$ cat src/sv/assert_macros.svh
// Assertion helpers shared by the RTL files.
// Each macro expects clk and rst_n in scope and is idle while reset is applied.
`ifndef ASSERT_MACROS_SVH
`define ASSERT_MACROS_SVH

// The property must hold at every rising clock edge outside reset.
`define ASSERT_CLK(name, prop, msg) \
  name: assert property (@(posedge clk) disable iff (!rst_n) (prop)) else $error(msg);

// The expression must never be true at a rising clock edge outside reset.
`define ASSERT_NEVER(name, expr, msg) \
  name: assert property (@(posedge clk) disable iff (!rst_n) !(expr)) else $error(msg);

`endif

$ cat src/sv/chg_pkg.sv
package chg_pkg;

  // Core count and queue depth defaults, and the number of secondary core slots in a job.
  localparam int NUM_CORES_DEF   = 4;
  localparam int SEC_W           = 3;
  localparam int QUEUE_DEPTH_DEF = 2;

  // Field widths.
  localparam int LOAD_W  = 16;
  localparam int MASK_W  = 4;
  localparam int RATE_W  = 22;
  localparam int CNT_W   = 8;
  localparam int CORE_W  = 2;
  localparam int NR_W    = 3;
  localparam int CFG_IDX_W  = 3;
  localparam int CFG_DATA_W = 16;

  // Register reset values.
  localparam logic [NR_W-1:0]   MAX_CORES_RST   = 3'd4;
  localparam logic [NR_W-1:0]   MIN_CORES_RST   = 3'd1;
  localparam logic [LOAD_W-1:0] LOAD_UP_RST     = 16'd25;
  localparam logic [LOAD_W-1:0] LOAD_DOWN_RST   = 16'd5;
  localparam logic [CNT_W-1:0]  TICKS_UP_RST    = 8'd1;
  localparam logic [CNT_W-1:0]  TICKS_DOWN_RST  = 8'd5;
  localparam logic [CNT_W-1:0]  CNT_SAT         = 8'hFF;

  // Configuration register indexes.
  typedef enum logic [CFG_IDX_W-1:0] {
    CFG_MAX_CORES    = 3'd0,
    CFG_MIN_CORES    = 3'd1,
    CFG_LOAD_UP      = 3'd2,
    CFG_LOAD_DOWN    = 3'd3,
    CFG_TICKS_UP     = 3'd4,
    CFG_TICKS_DOWN   = 3'd5,
    CFG_SINGLE_OFF   = 3'd6
  } cfg_idx_t;

  // Request codes.
  typedef enum logic [2:0] {
    REQ_TICK    = 3'd0,
    REQ_SUSPEND = 3'd1,
    REQ_RESUME  = 3'd2,
    REQ_ENABLE  = 3'd3,
    REQ_DISABLE = 3'd4
  } req_t;

  // Action codes.
  typedef enum logic [1:0] {
    ACT_NONE = 2'd0,
    ACT_UP   = 2'd1,
    ACT_DOWN = 2'd2
  } act_t;

  // Input item.
  typedef struct packed {
    logic [2:0]        req_type;
    logic [LOAD_W-1:0] run_queue_load;
    logic [MASK_W-1:0] online_mask;
    logic [RATE_W-1:0] rate_core1;
    logic [RATE_W-1:0] rate_core2;
    logic [RATE_W-1:0] rate_core3;
  } in_item_t;

  // Result item.
  typedef struct packed {
    logic [1:0]        action;
    logic [CORE_W-1:0] core_index;
    logic              last;
  } out_item_t;

  // Job handed from the front to the back: one action applied to every
  // secondary core whose bit is set (bit i is core i+1). No bits means no action.
  typedef struct packed {
    act_t             act;
    logic [SEC_W-1:0] cores;
  } job_t;

endpackage

$ cat src/sv/core_hotplug_governor.sv
// Core hotplug governor. Requests (tick, suspend, resume, enable, disable) enter through a
// queue-style push port and each gives one to three results on the pop side, the final one
// marked last. A request is accepted in any cycle in which the internal job queue has room;
// the front stage decides the whole action in that cycle. The back stage then produces one
// result per cycle while the pop side keeps taking results, so a request occupies it for
// one to three results, and that single output register sets the sustained rate. Configuration
// writes take effect at once and are meant to be made only while the block is idle.
module core_hotplug_governor import chg_pkg::*; #(
  parameter int NUM_CORES   = NUM_CORES_DEF,
  parameter int QUEUE_DEPTH = QUEUE_DEPTH_DEF
) (
  input  logic                  clk,
  input  logic                  rst_n,
  input  logic                  in_push,
  input  in_item_t              in_item,
  output logic                  in_full,
  output logic                  out_empty,
  input  logic                  out_pop,
  output out_item_t             out_item,
  input  logic                  cfg_we,
  input  logic [CFG_IDX_W-1:0]  cfg_index,
  input  logic [CFG_DATA_W-1:0] cfg_wdata
);

  logic job_push;
  logic job_full;
  job_t job_in;
  job_t head_job;
  logic head_valid;
  logic job_pop;

  // Front: accepts and classifies requests, owns governor state and registers.
  chg_front #(
    .NUM_CORES(NUM_CORES)
  ) u_front (
    .clk       (clk),
    .rst_n     (rst_n),
    .in_push   (in_push),
    .in_item   (in_item),
    .in_full   (in_full),
    .cfg_we    (cfg_we),
    .cfg_index (cfg_index),
    .cfg_wdata (cfg_wdata),
    .job_push  (job_push),
    .job       (job_in),
    .job_full  (job_full)
  );

  // Job queue between the two stages.
  chg_queue #(
    .DEPTH(QUEUE_DEPTH)
  ) u_queue (
    .clk        (clk),
    .rst_n      (rst_n),
    .push       (job_push),
    .push_job   (job_in),
    .full       (job_full),
    .pop        (job_pop),
    .head_job   (head_job),
    .head_valid (head_valid)
  );

  // Back: expands each job into per-core results.
  chg_back u_back (
    .clk        (clk),
    .rst_n      (rst_n),
    .head_job   (head_job),
    .head_valid (head_valid),
    .job_pop    (job_pop),
    .out_item   (out_item),
    .out_empty  (out_empty),
    .out_pop    (out_pop)
  );

endmodule

$ cat src/sv/chg_queue.sv
`include "assert_macros.svh"

module chg_queue import chg_pkg::*; #(
  parameter int DEPTH = QUEUE_DEPTH_DEF
) (
  input  logic clk,
  input  logic rst_n,
  input  logic push,
  input  job_t push_job,
  output logic full,
  input  logic pop,
  output job_t head_job,
  output logic head_valid
);

  localparam int PTR_W = (DEPTH > 1) ? $clog2(DEPTH) : 1;
  localparam int CNT_QW = $clog2(DEPTH + 1);
  localparam logic [PTR_W-1:0] PTR_LAST = PTR_W'(DEPTH - 1);
  localparam logic [CNT_QW-1:0] CNT_FULL = CNT_QW'(DEPTH);

  job_t               mem [DEPTH];
  logic [PTR_W-1:0]   wr_ptr_r, wr_ptr_nxt;
  logic [PTR_W-1:0]   rd_ptr_r, rd_ptr_nxt;
  logic [CNT_QW-1:0]  count_r, count_nxt;
  logic               do_push, do_pop;

  assign full       = (count_r == CNT_FULL);
  assign head_valid = (count_r != '0);
  assign head_job   = mem[rd_ptr_r];
  assign do_push    = push && !full;
  assign do_pop     = pop && head_valid;

  // Pointer and fill count update, wrapping at the depth.
  always_comb begin
    wr_ptr_nxt = wr_ptr_r;
    rd_ptr_nxt = rd_ptr_r;
    count_nxt  = count_r;
    if (do_push) begin
      wr_ptr_nxt = (wr_ptr_r == PTR_LAST) ? '0 : wr_ptr_r + 1'b1;
    end
    if (do_pop) begin
      rd_ptr_nxt = (rd_ptr_r == PTR_LAST) ? '0 : rd_ptr_r + 1'b1;
    end
    if (do_push && !do_pop) begin
      count_nxt = count_r + 1'b1;
    end else if (do_pop && !do_push) begin
      count_nxt = count_r - 1'b1;
    end
  end

  always_ff @(posedge clk) begin
    if (!rst_n) begin
      wr_ptr_r <= '0;
      rd_ptr_r <= '0;
      count_r  <= '0;
    end else begin
      wr_ptr_r <= wr_ptr_nxt;
      rd_ptr_r <= rd_ptr_nxt;
      count_r  <= count_nxt;
    end
  end

  // Job storage.
  always_ff @(posedge clk) begin
    if (do_push) begin
      mem[wr_ptr_r] <= push_job;
    end
  end

  // The fill count tracks the pointer distance.
  `ASSERT_CLK(a_q_count, (count_r <= CNT_FULL) && ((count_r == '0 || count_r == CNT_FULL) -> (wr_ptr_r == rd_ptr_r)), "queue count and pointers disagree")

endmodule

$ cat src/sv/chg_front.sv
`include "assert_macros.svh"

module chg_front import chg_pkg::*; #(
  parameter int NUM_CORES = NUM_CORES_DEF
) (
  input  logic                  clk,
  input  logic                  rst_n,
  input  logic                  in_push,
  input  in_item_t              in_item,
  output logic                  in_full,
  input  logic                  cfg_we,
  input  logic [CFG_IDX_W-1:0]  cfg_index,
  input  logic [CFG_DATA_W-1:0] cfg_wdata,
  output logic                  job_push,
  output job_t                  job,
  input  logic                  job_full
);

  // Configuration registers.
  logic [NR_W-1:0]   max_cores_r;
  logic [NR_W-1:0]   min_cores_r;
  logic [LOAD_W-1:0] load_up_r;
  logic [LOAD_W-1:0] load_down_r;
  logic [CNT_W-1:0]  ticks_up_r;
  logic [CNT_W-1:0]  ticks_down_r;
  logic              single_off_r;

  // Governor state.
  logic [CNT_W-1:0]  cycle_count_r, cycle_count_nxt;
  logic              enabled_r, enabled_nxt;
  logic              ticking_r, ticking_nxt;

  logic              accept;
  logic [MASK_W-1:0] mask_eff;
  logic [NR_W-1:0]   nr_online;
  logic [SEC_W-1:0]  sec_online;
  logic [SEC_W-1:0]  sec_offline;
  logic [SEC_W-1:0]  first_off;
  logic [SEC_W-1:0]  slow_sel;
  logic              slow_found;
  logic [RATE_W-1:0] min_rate;
  logic [RATE_W-1:0] rates [SEC_W];
  logic [CNT_W-1:0]  count_inc;

  assign in_full  = job_full;
  assign accept   = in_push && !job_full;
  assign job_push = accept;

  assign rates[0] = in_item.rate_core1;
  assign rates[1] = in_item.rate_core2;
  assign rates[2] = in_item.rate_core3;

  // Effective mask: core zero always online, cores beyond the count ignored.
  always_comb begin
    mask_eff  = '0;
    nr_online = '0;
    for (int i = 0; i < MASK_W; i++) begin
      if (i < NUM_CORES) begin
        mask_eff[i] = (i == 0) ? 1'b1 : in_item.online_mask[i];
      end
    end
    for (int i = 0; i < MASK_W; i++) begin
      nr_online = nr_online + NR_W'(mask_eff[i]);
    end
  end

  // Secondary core views: online, offline, lowest offline and slowest online.
  always_comb begin
    sec_online  = '0;
    sec_offline = '0;
    first_off   = '0;
    slow_sel    = '0;
    slow_found  = 1'b0;
    min_rate    = '0;
    for (int i = 0; i < SEC_W; i++) begin
      if (i + 1 < NUM_CORES) begin
        sec_online[i]  = mask_eff[i + 1];
        sec_offline[i] = !mask_eff[i + 1];
      end
    end
    for (int i = SEC_W - 1; i >= 0; i--) begin
      if (sec_offline[i]) begin
        first_off    = '0;
        first_off[i] = 1'b1;
      end
    end
    for (int i = 0; i < SEC_W; i++) begin
      if (sec_online[i] && (!slow_found || rates[i] < min_rate)) begin
        slow_found  = 1'b1;
        min_rate    = rates[i];
        slow_sel    = '0;
        slow_sel[i] = 1'b1;
      end
    end
  end

  assign count_inc = (cycle_count_r == CNT_SAT) ? cycle_count_r : cycle_count_r + 1'b1;

  // Classify the request into a job and work out the next governor state.
  always_comb begin
    cycle_count_nxt = cycle_count_r;
    enabled_nxt     = enabled_r;
    ticking_nxt     = ticking_r;
    job.act         = ACT_NONE;
    job.cores       = '0;
    case (req_t'(in_item.req_type))
      REQ_TICK: begin
        if (ticking_r) begin
          cycle_count_nxt = count_inc;
          if (nr_online < max_cores_r && in_item.run_queue_load >= load_up_r) begin
            if (count_inc >= ticks_up_r) begin
              job.act         = ACT_UP;
              job.cores       = first_off;
              cycle_count_nxt = '0;
            end
          end else if (nr_online > min_cores_r && in_item.run_queue_load <= load_down_r) begin
            if (count_inc >= ticks_down_r) begin
              job.act         = ACT_DOWN;
              job.cores       = slow_sel;
              cycle_count_nxt = '0;
            end
          end
        end
      end
      REQ_SUSPEND: begin
        if (single_off_r) begin
          job.act   = ACT_DOWN;
          job.cores = sec_online;
        end
        ticking_nxt = 1'b0;
      end
      REQ_RESUME: begin
        if (single_off_r) begin
          job.act   = ACT_UP;
          job.cores = sec_offline;
        end
        ticking_nxt = enabled_r;
      end
      REQ_ENABLE: begin
        enabled_nxt = 1'b1;
        ticking_nxt = 1'b1;
      end
      REQ_DISABLE: begin
        enabled_nxt = 1'b0;
        ticking_nxt = 1'b0;
        job.act     = ACT_UP;
        job.cores   = sec_offline;
      end
      default: begin
        job.act = ACT_NONE;
      end
    endcase
  end

  // Governor state advances on each accepted transfer.
  always_ff @(posedge clk) begin
    if (!rst_n) begin
      cycle_count_r <= '0;
      enabled_r     <= 1'b1;
      ticking_r     <= 1'b1;
    end else if (accept) begin
      cycle_count_r <= cycle_count_nxt;
      enabled_r     <= enabled_nxt;
      ticking_r     <= ticking_nxt;
    end
  end

  // Configuration register writes.
  always_ff @(posedge clk) begin
    if (!rst_n) begin
      max_cores_r  <= MAX_CORES_RST;
      min_cores_r  <= MIN_CORES_RST;
      load_up_r    <= LOAD_UP_RST;
      load_down_r  <= LOAD_DOWN_RST;
      ticks_up_r   <= TICKS_UP_RST;
      ticks_down_r <= TICKS_DOWN_RST;
      single_off_r <= 1'b1;
    end else if (cfg_we) begin
      case (cfg_idx_t'(cfg_index))
        CFG_MAX_CORES:  max_cores_r  <= cfg_wdata[NR_W-1:0];
        CFG_MIN_CORES:  min_cores_r  <= cfg_wdata[NR_W-1:0];
        CFG_LOAD_UP:    load_up_r    <= cfg_wdata[LOAD_W-1:0];
        CFG_LOAD_DOWN:  load_down_r  <= cfg_wdata[LOAD_W-1:0];
        CFG_TICKS_UP:   ticks_up_r   <= cfg_wdata[CNT_W-1:0];
        CFG_TICKS_DOWN: ticks_down_r <= cfg_wdata[CNT_W-1:0];
        CFG_SINGLE_OFF: single_off_r <= cfg_wdata[0];
        default: begin
        end
      endcase
    end
  end

  // Ticks stay off after a disable until an enable comes.
  `ASSERT_CLK(a_fe_disable, (accept && in_item.req_type == REQ_DISABLE) |=> (!ticking_r && !enabled_r), "disable did not stop ticks")

endmodule

$ cat src/sv/chg_back.sv
`include "assert_macros.svh"

module chg_back import chg_pkg::*; (
  input  logic      clk,
  input  logic      rst_n,
  input  job_t      head_job,
  input  logic      head_valid,
  output logic      job_pop,
  output out_item_t out_item,
  output logic      out_empty,
  input  logic      out_pop
);

  act_t             act_r, act_nxt;
  logic [SEC_W-1:0] rem_r, rem_nxt;
  logic             busy_r, busy_nxt;
  out_item_t        res_r, res_nxt;
  logic             res_valid_r, res_valid_nxt;

  logic             taken;
  logic             emit;
  logic             finish;
  logic             load;
  logic [SEC_W-1:0] low_bit;
  logic [CORE_W-1:0] low_core;
  logic [SEC_W-1:0] rem_after;

  assign out_item  = res_r;
  assign out_empty = !res_valid_r;
  assign taken     = out_pop && res_valid_r;

  // Lowest remaining core of the current job.
  always_comb begin
    low_bit  = '0;
    low_core = '0;
    for (int i = SEC_W - 1; i >= 0; i--) begin
      if (rem_r[i]) begin
        low_bit    = '0;
        low_bit[i] = 1'b1;
        low_core   = CORE_W'(i + 1);
      end
    end
  end

  assign rem_after = rem_r & ~low_bit;
  assign emit      = busy_r && (!res_valid_r || taken);
  assign finish    = emit && (rem_after == '0);
  assign load      = head_valid && (!busy_r || finish);
  assign job_pop   = load;

  // Walk the job one core per result; an empty job gives one no-action result.
  always_comb begin
    act_nxt       = act_r;
    rem_nxt       = rem_r;
    busy_nxt      = busy_r;
    res_nxt       = res_r;
    res_valid_nxt = res_valid_r;
    if (taken) begin
      res_valid_nxt = 1'b0;
    end
    if (emit) begin
      res_valid_nxt = 1'b1;
      res_nxt.last  = (rem_after == '0);
      if (rem_r == '0) begin
        res_nxt.action     = ACT_NONE;
        res_nxt.core_index = '0;
      end else begin
        res_nxt.action     = act_r;
        res_nxt.core_index = low_core;
      end
      rem_nxt = rem_after;
      if (finish) begin
        busy_nxt = 1'b0;
      end
    end
    if (load) begin
      act_nxt  = head_job.act;
      rem_nxt  = head_job.cores;
      busy_nxt = 1'b1;
    end
  end

  always_ff @(posedge clk) begin
    if (!rst_n) begin
      busy_r      <= 1'b0;
      res_valid_r <= 1'b0;
    end else begin
      busy_r      <= busy_nxt;
      res_valid_r <= res_valid_nxt;
    end
  end

  always_ff @(posedge clk) begin
    act_r <= act_nxt;
    rem_r <= rem_nxt;
    res_r <= res_nxt;
  end

  // A no-action result names core zero and closes its item.
  `ASSERT_CLK(a_be_none, (res_valid_r && res_r.action == ACT_NONE) |-> (res_r.core_index == '0 && res_r.last), "no-action result malformed")
  // A waiting result is never overwritten.
  `ASSERT_NEVER(a_be_overrun, emit && res_valid_r && !taken, "result overwritten before transfer")

endmodule
$ cat config.mk
export PLATFORM = sky130hd
export DESIGN_NAME = core_hotplug_governor
export DESIGN_NICKNAME = d
export VERILOG_FILES = /design/src/sv/chg_pkg.sv /design/src/sv/core_hotplug_governor.sv /design/src/sv/chg_queue.sv /design/src/sv/chg_front.sv /design/src/sv/chg_back.sv
export VERILOG_INCLUDE_DIRS = /design/src /design/src/sv
export SDC_FILE = /design/constraint.sdc
export NUM_CORES = 1
export LEC_CHECK = 0
export BUFFER_PORTS_ARGS = -buffer_cell sky130_fd_sc_hd__buf_2
export CAP_MARGIN = 20
export CORE_MARGIN = 10
export CORE_UTILIZATION = 45
export CTS_BUF_LIST = sky130_fd_sc_hd__clkbuf_16
export CTS_CLUSTER_SIZE = 40
export DETAILED_ROUTE_END_ITERATION = 8
export PLACE_DENSITY = 0.67
export SLEW_MARGIN = 20
export SYNTH_ARGS = -nofsm -noshare
export SYNTH_HDL_FRONTEND = slang
export SYNTH_SLANG_ARGS = --single-unit
$ cat constraint.sdc
create_clock -name clk -period 6.06 [get_ports clk]
set_input_delay 0 -clock clk [delete_from_list [all_inputs] [get_ports clk]]
set_output_delay 0 -clock clk [all_outputs]
set_load 0.01 [all_outputs]
==> flow_metrics.env, run 1 <==
export IMPL_status="finished, final reports clean"
export IMPL_ant_nets=0
export IMPL_synth_cells=800
export IMPL_num_antenna_cells=0
export IMPL_cts_setup_buffers=0
export IMPL_syn_area_um2=6470
export IMPL_async_flop_share_pct=0
export IMPL_cts_sinks=92
export IMPL_critPathSlowestCell="a21o_1"
export IMPL_grtUsageTotal_pct=16.1
export IMPL_cts_resized=0
export IMPL_hold_viol_final=0
export IMPL_max_slew_margin_rel_pct=29.9
export IMPL_nets=1130
export IMPL_drt_wl_total_um=15800
export IMPL_synth_distinct_cells=53
export IMPL_drc=0
export IMPL_post_drt_wl_per_cell_um=14.4
export IMPL_cts_buffers=9
export IMPL_htree_levels=3
export IMPL_dp_hpwl_um=12300
export IMPL_synth_edf_count=20
export IMPL_wl_met3_um=1020
export IMPL_cp_end_kind="register"
export IMPL_utilization_pct=54.7
export IMPL_io_buffers=118
export IMPL_leakagePower_nw=3.23
export IMPL_crit_required_ps=6150
export IMPL_syn_nets=1012
export IMPL_cp_start_kind="input port"
export IMPL_cts_root_buf="clkbuf_16"
export IMPL_critPathKind="input port to register"
export IMPL_final_max_slew_viol_count=0
export IMPL_crit_chain="buf_2, nand2_1, ha_1, nor4bb_1, o21bai_1, a211oi_1, o2111a_1, a21o_1, buf_4, nor2_1, a21oi_1, ha_1, a21oi_1, o21ai_0, or4_1, a31oi_1, o31a_1, a41o_1, nor4_2, a21o_1"
export IMPL_initial_utilization_pct=46.3
export IMPL_rows=43
export IMPL_synth_warnings=0
export IMPL_pin_count=120
export IMPL_fin_crit_ps=4800
export IMPL_grt_max_degree=74
export IMPL_cts_tree="built"
export IMPL_seq_area_frac_synth_pct=31.5
export IMPL_final_common_cell="nand2_1"
export IMPL_vdd_drop_max_mv=0.133
export IMPL_die_area_um2=19600
export IMPL_chipWidth_um=140
export IMPL_dp_slack_ps=925
export IMPL_fmax_ghz=0.208
export IMPL_cts_hold_buf=17
export IMPL_cts_buffer_depth=2
export IMPL_path_clk_slew_ps=60
export IMPL_drive_above_1_share_pct=15.3
export IMPL_drtIter0Drc=268
export IMPL_antenna_found_initial=1
export IMPL_synth_seq_cells=92
export IMPL_hold_path_class="input port to register"
export IMPL_rsz0062_at_grt="false"
export IMPL_grt_first_pass_wirelength_um=27000
export IMPL_finalClockSkew_ps=8.83
export IMPL_setup_viol=0
export IMPL_grt_pass1_vias=5679
export IMPL_wl_met2_um=7130
export IMPL_clock_latency_ps=340
export IMPL_cp_arrival_ps=4890
export IMPL_synth_ff_type="dfxtp_1"
export IMPL_tightest_slew_ps=1050
export IMPL_grt_overflow=0
export IMPL_power_density_nw_per_um2=235
export IMPL_avgSynthCellArea_um2=8.09
export IMPL_setup_ws_ps=1260
export IMPL_finalCritPeriodShare_pct=79.2
export IMPL_dr_pass1_iters=5
export IMPL_top_layer_used="met5"
export IMPL_met1Wirelength_um=7520
export IMPL_slowest_delay_ps=640
export IMPL_place_congestion=0.849
export IMPL_tns_ps=0
export IMPL_fp_dieH_um=140
export IMPL_vias=5812
export IMPL_area_growth_pct=18.2
export IMPL_path_max_fanout=32
export IMPL_core_area_um2=14000
export IMPL_vias_per_cell=5.27
export IMPL_final_cell_mix="nand2_1, buf_2, ha_1"
export IMPL_cap_violations=0
==> final timing paths <==
kind,slack (ps),cells past startpoint,start,to
worst min-delay path,10,3,cfg_wdata[0],u_front.load_down_r[0]
worst min register to register,460,2,u_front.load_up_r[12],u_front.load_up_r[12]
worst max register to register,2110,15,u_front.cycle_count_r[0],u_queue.mem[1][1]
worst max-delay path,1260,20,in_item[67],u_queue.mem[0][0]
==> Yosys cell counts (all sizes together) (2+ instances only) <==
master | number | share of area [%]
ha | 98 | 19
a32oi | 2 | 0.27
a21o | 8 | 0.93
dfxtp | 72 | 22
or4 | 3 | 0.35
o21a | 6 | 0.70
nand3 | 17 | 1.3
a21oi | 55 | 4.3
nor3 | 11 | 0.85
o41ai | 2 | 0.27
a211oi | 9 | 1.0
inv | 64 | 3.7
a41oi | 3 | 0.41
a211o | 3 | 0.41
nand2b | 11 | 1.1
and2 | 8 | 0.77
nand4 | 14 | 1.4
nor4 | 3 | 0.39
clkbuf | 25 | 1.4
o21ai | 29 | 2.2
nor2b | 17 | 1.6
xnor2 | 6 | 0.81
a21boi | 46 | 5.3
o22ai | 3 | 0.29
or2 | 4 | 0.39
nor2 | 48 | 2.8
mux2 | 4 | 0.70
or3 | 5 | 0.48
and3 | 6 | 0.58
edfxtp | 20 | 9.3
buf | 4 | 0.35
mux2i | 9 | 1.4
o21bai | 2 | 0.23
a31oi | 6 | 0.58
o211ai | 10 | 1.2
nand2 | 153 | 8.9
==> critical path: cells and delay by family <==
family | cells | cell delay, ps
AO/OA/AOI/OAI | 11 | 2550
buffers and inverters | 2 | 800
adder cells (fa/ha/maj) | 2 | 490
AND/OR/NAND/NOR | 5 | 1040
==> metal layers <==
metal  up-vias  global-route usage (%)
met2       142                    25.8
met5         -                       0
met4         2                    4.40
met1      2602                    21.0
li1       3049                       -
met3        17                    4.26
==> logic make-up (layout without fill, tap and decap cells) <==
kind of cell,after synthesis,count (layout),share of synthesized area [%]
XOR/XNOR,7,7,0.947
adder cells (fa/ha/maj),99,99,19.2
flip-flops,92,92,31.5
buffers and inverters,93,215,5.51
AND/OR/NAND/NOR,302,302,21.1
AO/OA/AOI/OAI,194,194,19.5
multiplexers,13,13,2.09
==> power by group <==
group          internal (mW)  switching [mW]
clock network          0.337           0.225
registers              0.720          0.0409
logic                  0.213           0.260
total                   1.27           0.526
==> area by class of cell <==
class	instances	area, um^2
Clock buffer	10	250
Multi-Input combinational cell	615	4080
Fill cell	1366	6340
Inverter	64	240
Tap cell	180	225
Sequential cell	92	2040
Clock inverter	5	46.3
Timing Repair Buffer	136	771
==> through the flow <==
stage               cell area (um^2)  cells  power, mW  hold slack (ps)
floorplan                       6470    800       1.09              124
global placement                7180   1070       1.23              268
detailed placement              7180   1070       1.24              276
CTS                             7650   1102       1.81             18.9
global route                    7650   1102       1.91             48.6
finish                          7650   1102       1.80             14.1
==> state kept, by name, summed over array words and instances (netlist names), 2 cells and up, named ones only <==
| signal | cells |
|---|---|
| u_back.act_r | 2 |
| u_back.out_item | 5 |
| u_back.rem_r | 3 |
| u_front.cycle_count_r | 8 |
| u_front.load_down_r | 16 |
| u_front.load_up_r | 16 |
| u_front.max_cores_r | 3 |
| u_front.min_cores_r | 3 |
| u_front.ticks_down_r | 8 |
| u_front.ticks_up_r | 8 |
| u_queue.count_r | 2 |
| u_queue.mem | 10 |
(Power assumes the default switching activity.)
==> inputs of run 2 (changes only) <==
--- a/config.mk
+++ b/config.mk
@@ -6,6 +6,7 @@
 export SDC_FILE = /design/constraint.sdc
 export NUM_CORES = 1
 export LEC_CHECK = 0
+export ABC_AREA = 1
 export BUFFER_PORTS_ARGS = -buffer_cell sky130_fd_sc_hd__buf_2
 export CAP_MARGIN = 20
 export CORE_MARGIN = 10
@@ -13,7 +14,7 @@
 export CTS_BUF_LIST = sky130_fd_sc_hd__clkbuf_16
 export CTS_CLUSTER_SIZE = 40
 export DETAILED_ROUTE_END_ITERATION = 8
-export PLACE_DENSITY = 0.67
+export PLACE_DENSITY = 0.7
 export SLEW_MARGIN = 20
 export SYNTH_ARGS = -nofsm -noshare
 export SYNTH_HDL_FRONTEND = slang
==> constraint.sdc (replaced) <==
create_clock -name clk -period 4.4 [get_ports clk]
set_input_delay 0 -clock clk [delete_from_list [all_inputs] [get_ports clk]]
set_output_delay 0 -clock clk [all_outputs]
set_load 0.01 [all_outputs]
==> run 2 against run 1 <==
Compared with the run above: first-iteration DRC count rose by 7.8%; cell count rose by 6.6%; die area fell by 2.5%; routed wire length fell by 3.8%; critical path depth fell by 2; clock skew rose by 1.4 ps; utilization fell by 0.31 points; hold slack got worse by 9.6 ps; register-to-register slack got worse by 1500 ps; worst setup slack got worse by 670 ps; largest cell class unchanged.
==> flow_metrics.env, run 2 <==
export IMPL_status="finished, final reports clean"
export IMPL_grt_max_degree=63
export IMPL_path_clk_slew_ps=70
export IMPL_finalClockSkew_ps=10.2
export IMPL_syn_area_um2=6280
export IMPL_cts_buffers=9
export IMPL_busiest_layer="met2"
export IMPL_hold_viol_final=0
export IMPL_fin_crit_ps=3810
export IMPL_initial_utilization_pct=45.6
export IMPL_grt_overflow=0
export IMPL_drtIter0Drc=289
export IMPL_fp_dieH_um=138
export IMPL_setup_viol=0
export IMPL_grtUsageTotal_pct=15.5
export IMPL_final_common_cell="nand2_1"
export IMPL_grt_first_pass_wirelength_um=25400
export IMPL_slowest_delay_ps=400
export IMPL_tns_ps=0
export IMPL_die_area_um2=19100
export IMPL_grtUsageMet1_pct=19.4
export IMPL_leakagePower_nw=3.55
export IMPL_cts_tree="built"
export IMPL_critPathKind="register to register"
export IMPL_crit_chain="ha_1, nand2_1, nor3_1, nand3_1, o21ai_0, ha_1, a21boi_0, o21ai_0, a21boi_0, o21ai_0, nand2_1, a21oi_1, o21ai_0, nand3_1, nand2_1, nor2_2, nand2_1, a21oi_1"
export IMPL_finalCritPeriodShare_pct=86.6
export IMPL_drc=0
export IMPL_final_area_um2=7490
export IMPL_dp_hpwl_um=12000
export IMPL_nets=1201
export IMPL_path_max_fanout=8
export IMPL_path_buf_inv=0
export IMPL_setup_ws_ps=588
export IMPL_synth_common_cells="nand2_1, inv_1, a21oi_1, ha_1, o21ai_0"
export IMPL_htree_levels=3
export IMPL_core_area_um2=13800
export IMPL_cts_sinks=92
export IMPL_place_congestion=0.808
export IMPL_yosys_top_cells_area="dfxtp_1, ha_1, nand2_1, edfxtp_1, inv_1"
export IMPL_synth_edf_count=20
export IMPL_final_max_slew_viol_count=0
export IMPL_yosysMostFrequentCell="nand2_1"
export IMPL_rsz0062_at_grt="false"
export IMPL_cts_resized=0
export IMPL_vias=5750
export IMPL_crit_start="u_front.cycle_count_r[0]"
export IMPL_grt_use_met3_pct=4.11
export IMPL_antenna_found_initial=0
export IMPL_syn_nets=1077
export IMPL_use_met2_pct=25.5
export IMPL_cp_start_kind="register"
export IMPL_synth_seq_cells=92
export IMPL_r2r_start="u_front.cycle_count_r[0]"
export IMPL_chipWidth_um=138
export IMPL_dr_pass1_iters=5
export IMPL_drt_wl_total_um=15200
export IMPL_vdd_drop_max_mv=0.189
export IMPL_final_cell_mix="nand2_1, inv_1, buf_2"
export IMPL_finalPower_mw=2.45
export IMPL_synth_ff_type="dfxtp_1"
export IMPL_fillers=1400
export IMPL_holdWs_ps=4.55
export IMPL_rows=43
export IMPL_async_flop_share_pct=0
export IMPL_synth_top_cell_by_area="dfxtp_1"
export IMPL_post_drt_wl_per_cell_um=13.0
export IMPL_hold_path_class="input port to register"
export IMPL_power_density_nw_per_um2=327
export IMPL_hold_start="cfg_index[0]"
export IMPL_synth_distinct_cells=35
export IMPL_dp_slack_ps=361
export IMPL_cp_end_kind="register"
export IMPL_synth_warnings=0
export IMPL_grt_pass1_vias=5552
export IMPL_placedCellCount=1141
export IMPL_top_regs="u_front.load_down_r (16), u_front.load_up_r (16), u_queue.mem (10)"
export IMPL_avgSynthCellArea_um2=7.26
export IMPL_cts_root_buf="clkbuf_16"
export IMPL_fmax_ghz=0.262
export IMPL_critPathSlowestCell="o21ai_0"
export IMPL_synth_cells=865
export IMPL_cp_arrival_ps=4080
export IMPL_utilization_pct=54.4
export IMPL_cts_buffer_depth=2
export IMPL_area_growth_pct=19.2
export IMPL_cap_violations=0
export IMPL_pin_count=120
export IMPL_clock_latency_ps=350
export IMPL_tightest_slew_ps=983
export IMPL_ant_nets=0
export IMPL_io_buffers=118
export IMPL_vias_per_cell=4.89
export IMPL_place_area_um2=7020
export IMPL_stdcell_count=1175
export IMPL_max_slew_margin_rel_pct=34.5
export IMPL_drive_above_1_share_pct=13.9
export IMPL_crit_required_ps=4670
export IMPL_yosysTopAreaCellShare_pct=22.9
export IMPL_crit_family="simple AND/OR/NAND/NOR gates"
export IMPL_seq_area_frac_synth_pct=32.5
run 2: path summary, 6_finish.rpt:
kind,endpoint,slack [ps],depth (start not counted)
max,u_front.cycle_count_r[5],590,18
min,u_front.single_off_r,5,5
max reg2reg,u_front.cycle_count_r[5],590,18
min reg2reg,register,450,1
run 2: cells by family (layout without fill, tap and decap cells):
family / count (synthesis) / count (layout) / synth area share [%]
and+or+nand+nor: 301 / 301 / 19.7
AOI/OAI and AO/OA: 208 / 208 / 17.7
buffers and inverters: 160 / 289 / 9.56
adders and majority gates: 99 / 99 / 19.8
DFF: 92 / 92 / 32.5
xor gates and xnor gates: 5 / 5 / 0.697
other: 0 / 1 / 0
run 2: report_power, final:
part           switching [mW]  internal (mW)  total, mW
logic                   0.390          0.249      0.639
registers              0.0467          0.999       1.05
clock network           0.328          0.437      0.765
run 2: worst min-delay path, delay by kind of cell:
| kind | cells | cell delay, ps |
|---|---|---|
| buffers and inverters | 1 | 100 |
| AND/OR/NAND/NOR | 4 | 210 |
run 2: area by class of cell:
| type | instances | area, um^2 | share of cell area [%] |
|---|---|---|---|
| sequential | 92 | 2040 | 27.3 |
| timing repair buffer | 137 | 776 | 10.4 |
| inverter | 136 | 510 | 6.81 |
| antenna | 1 | 2.50 | 0.0334 |
| clock buffer | 9 | 225 | 3.01 |
| tap | 180 | 225 | 3.01 |
| multi-input combinational | 613 | 3640 | 48.6 |
| clock inverter | 7 | 68.8 | 0.919 |
run 2: repair_timing:
| item | 4_1_cts | 5_1_grt |
|---|---|---|
| hold buffers | 17 | 0 |
| hold endpoints to repair | 35 | 0 |
| buffers inserted | 0 | 0 |
run 2: per-layer routing:
layer	wire length [um]	share of wire [%]	up-vias
met4	146	0.96	0
li1	-	-	3132
met1	7190	47	2516
met5	0	0	-
met2	7050	46	94
met3	836	5.5	8
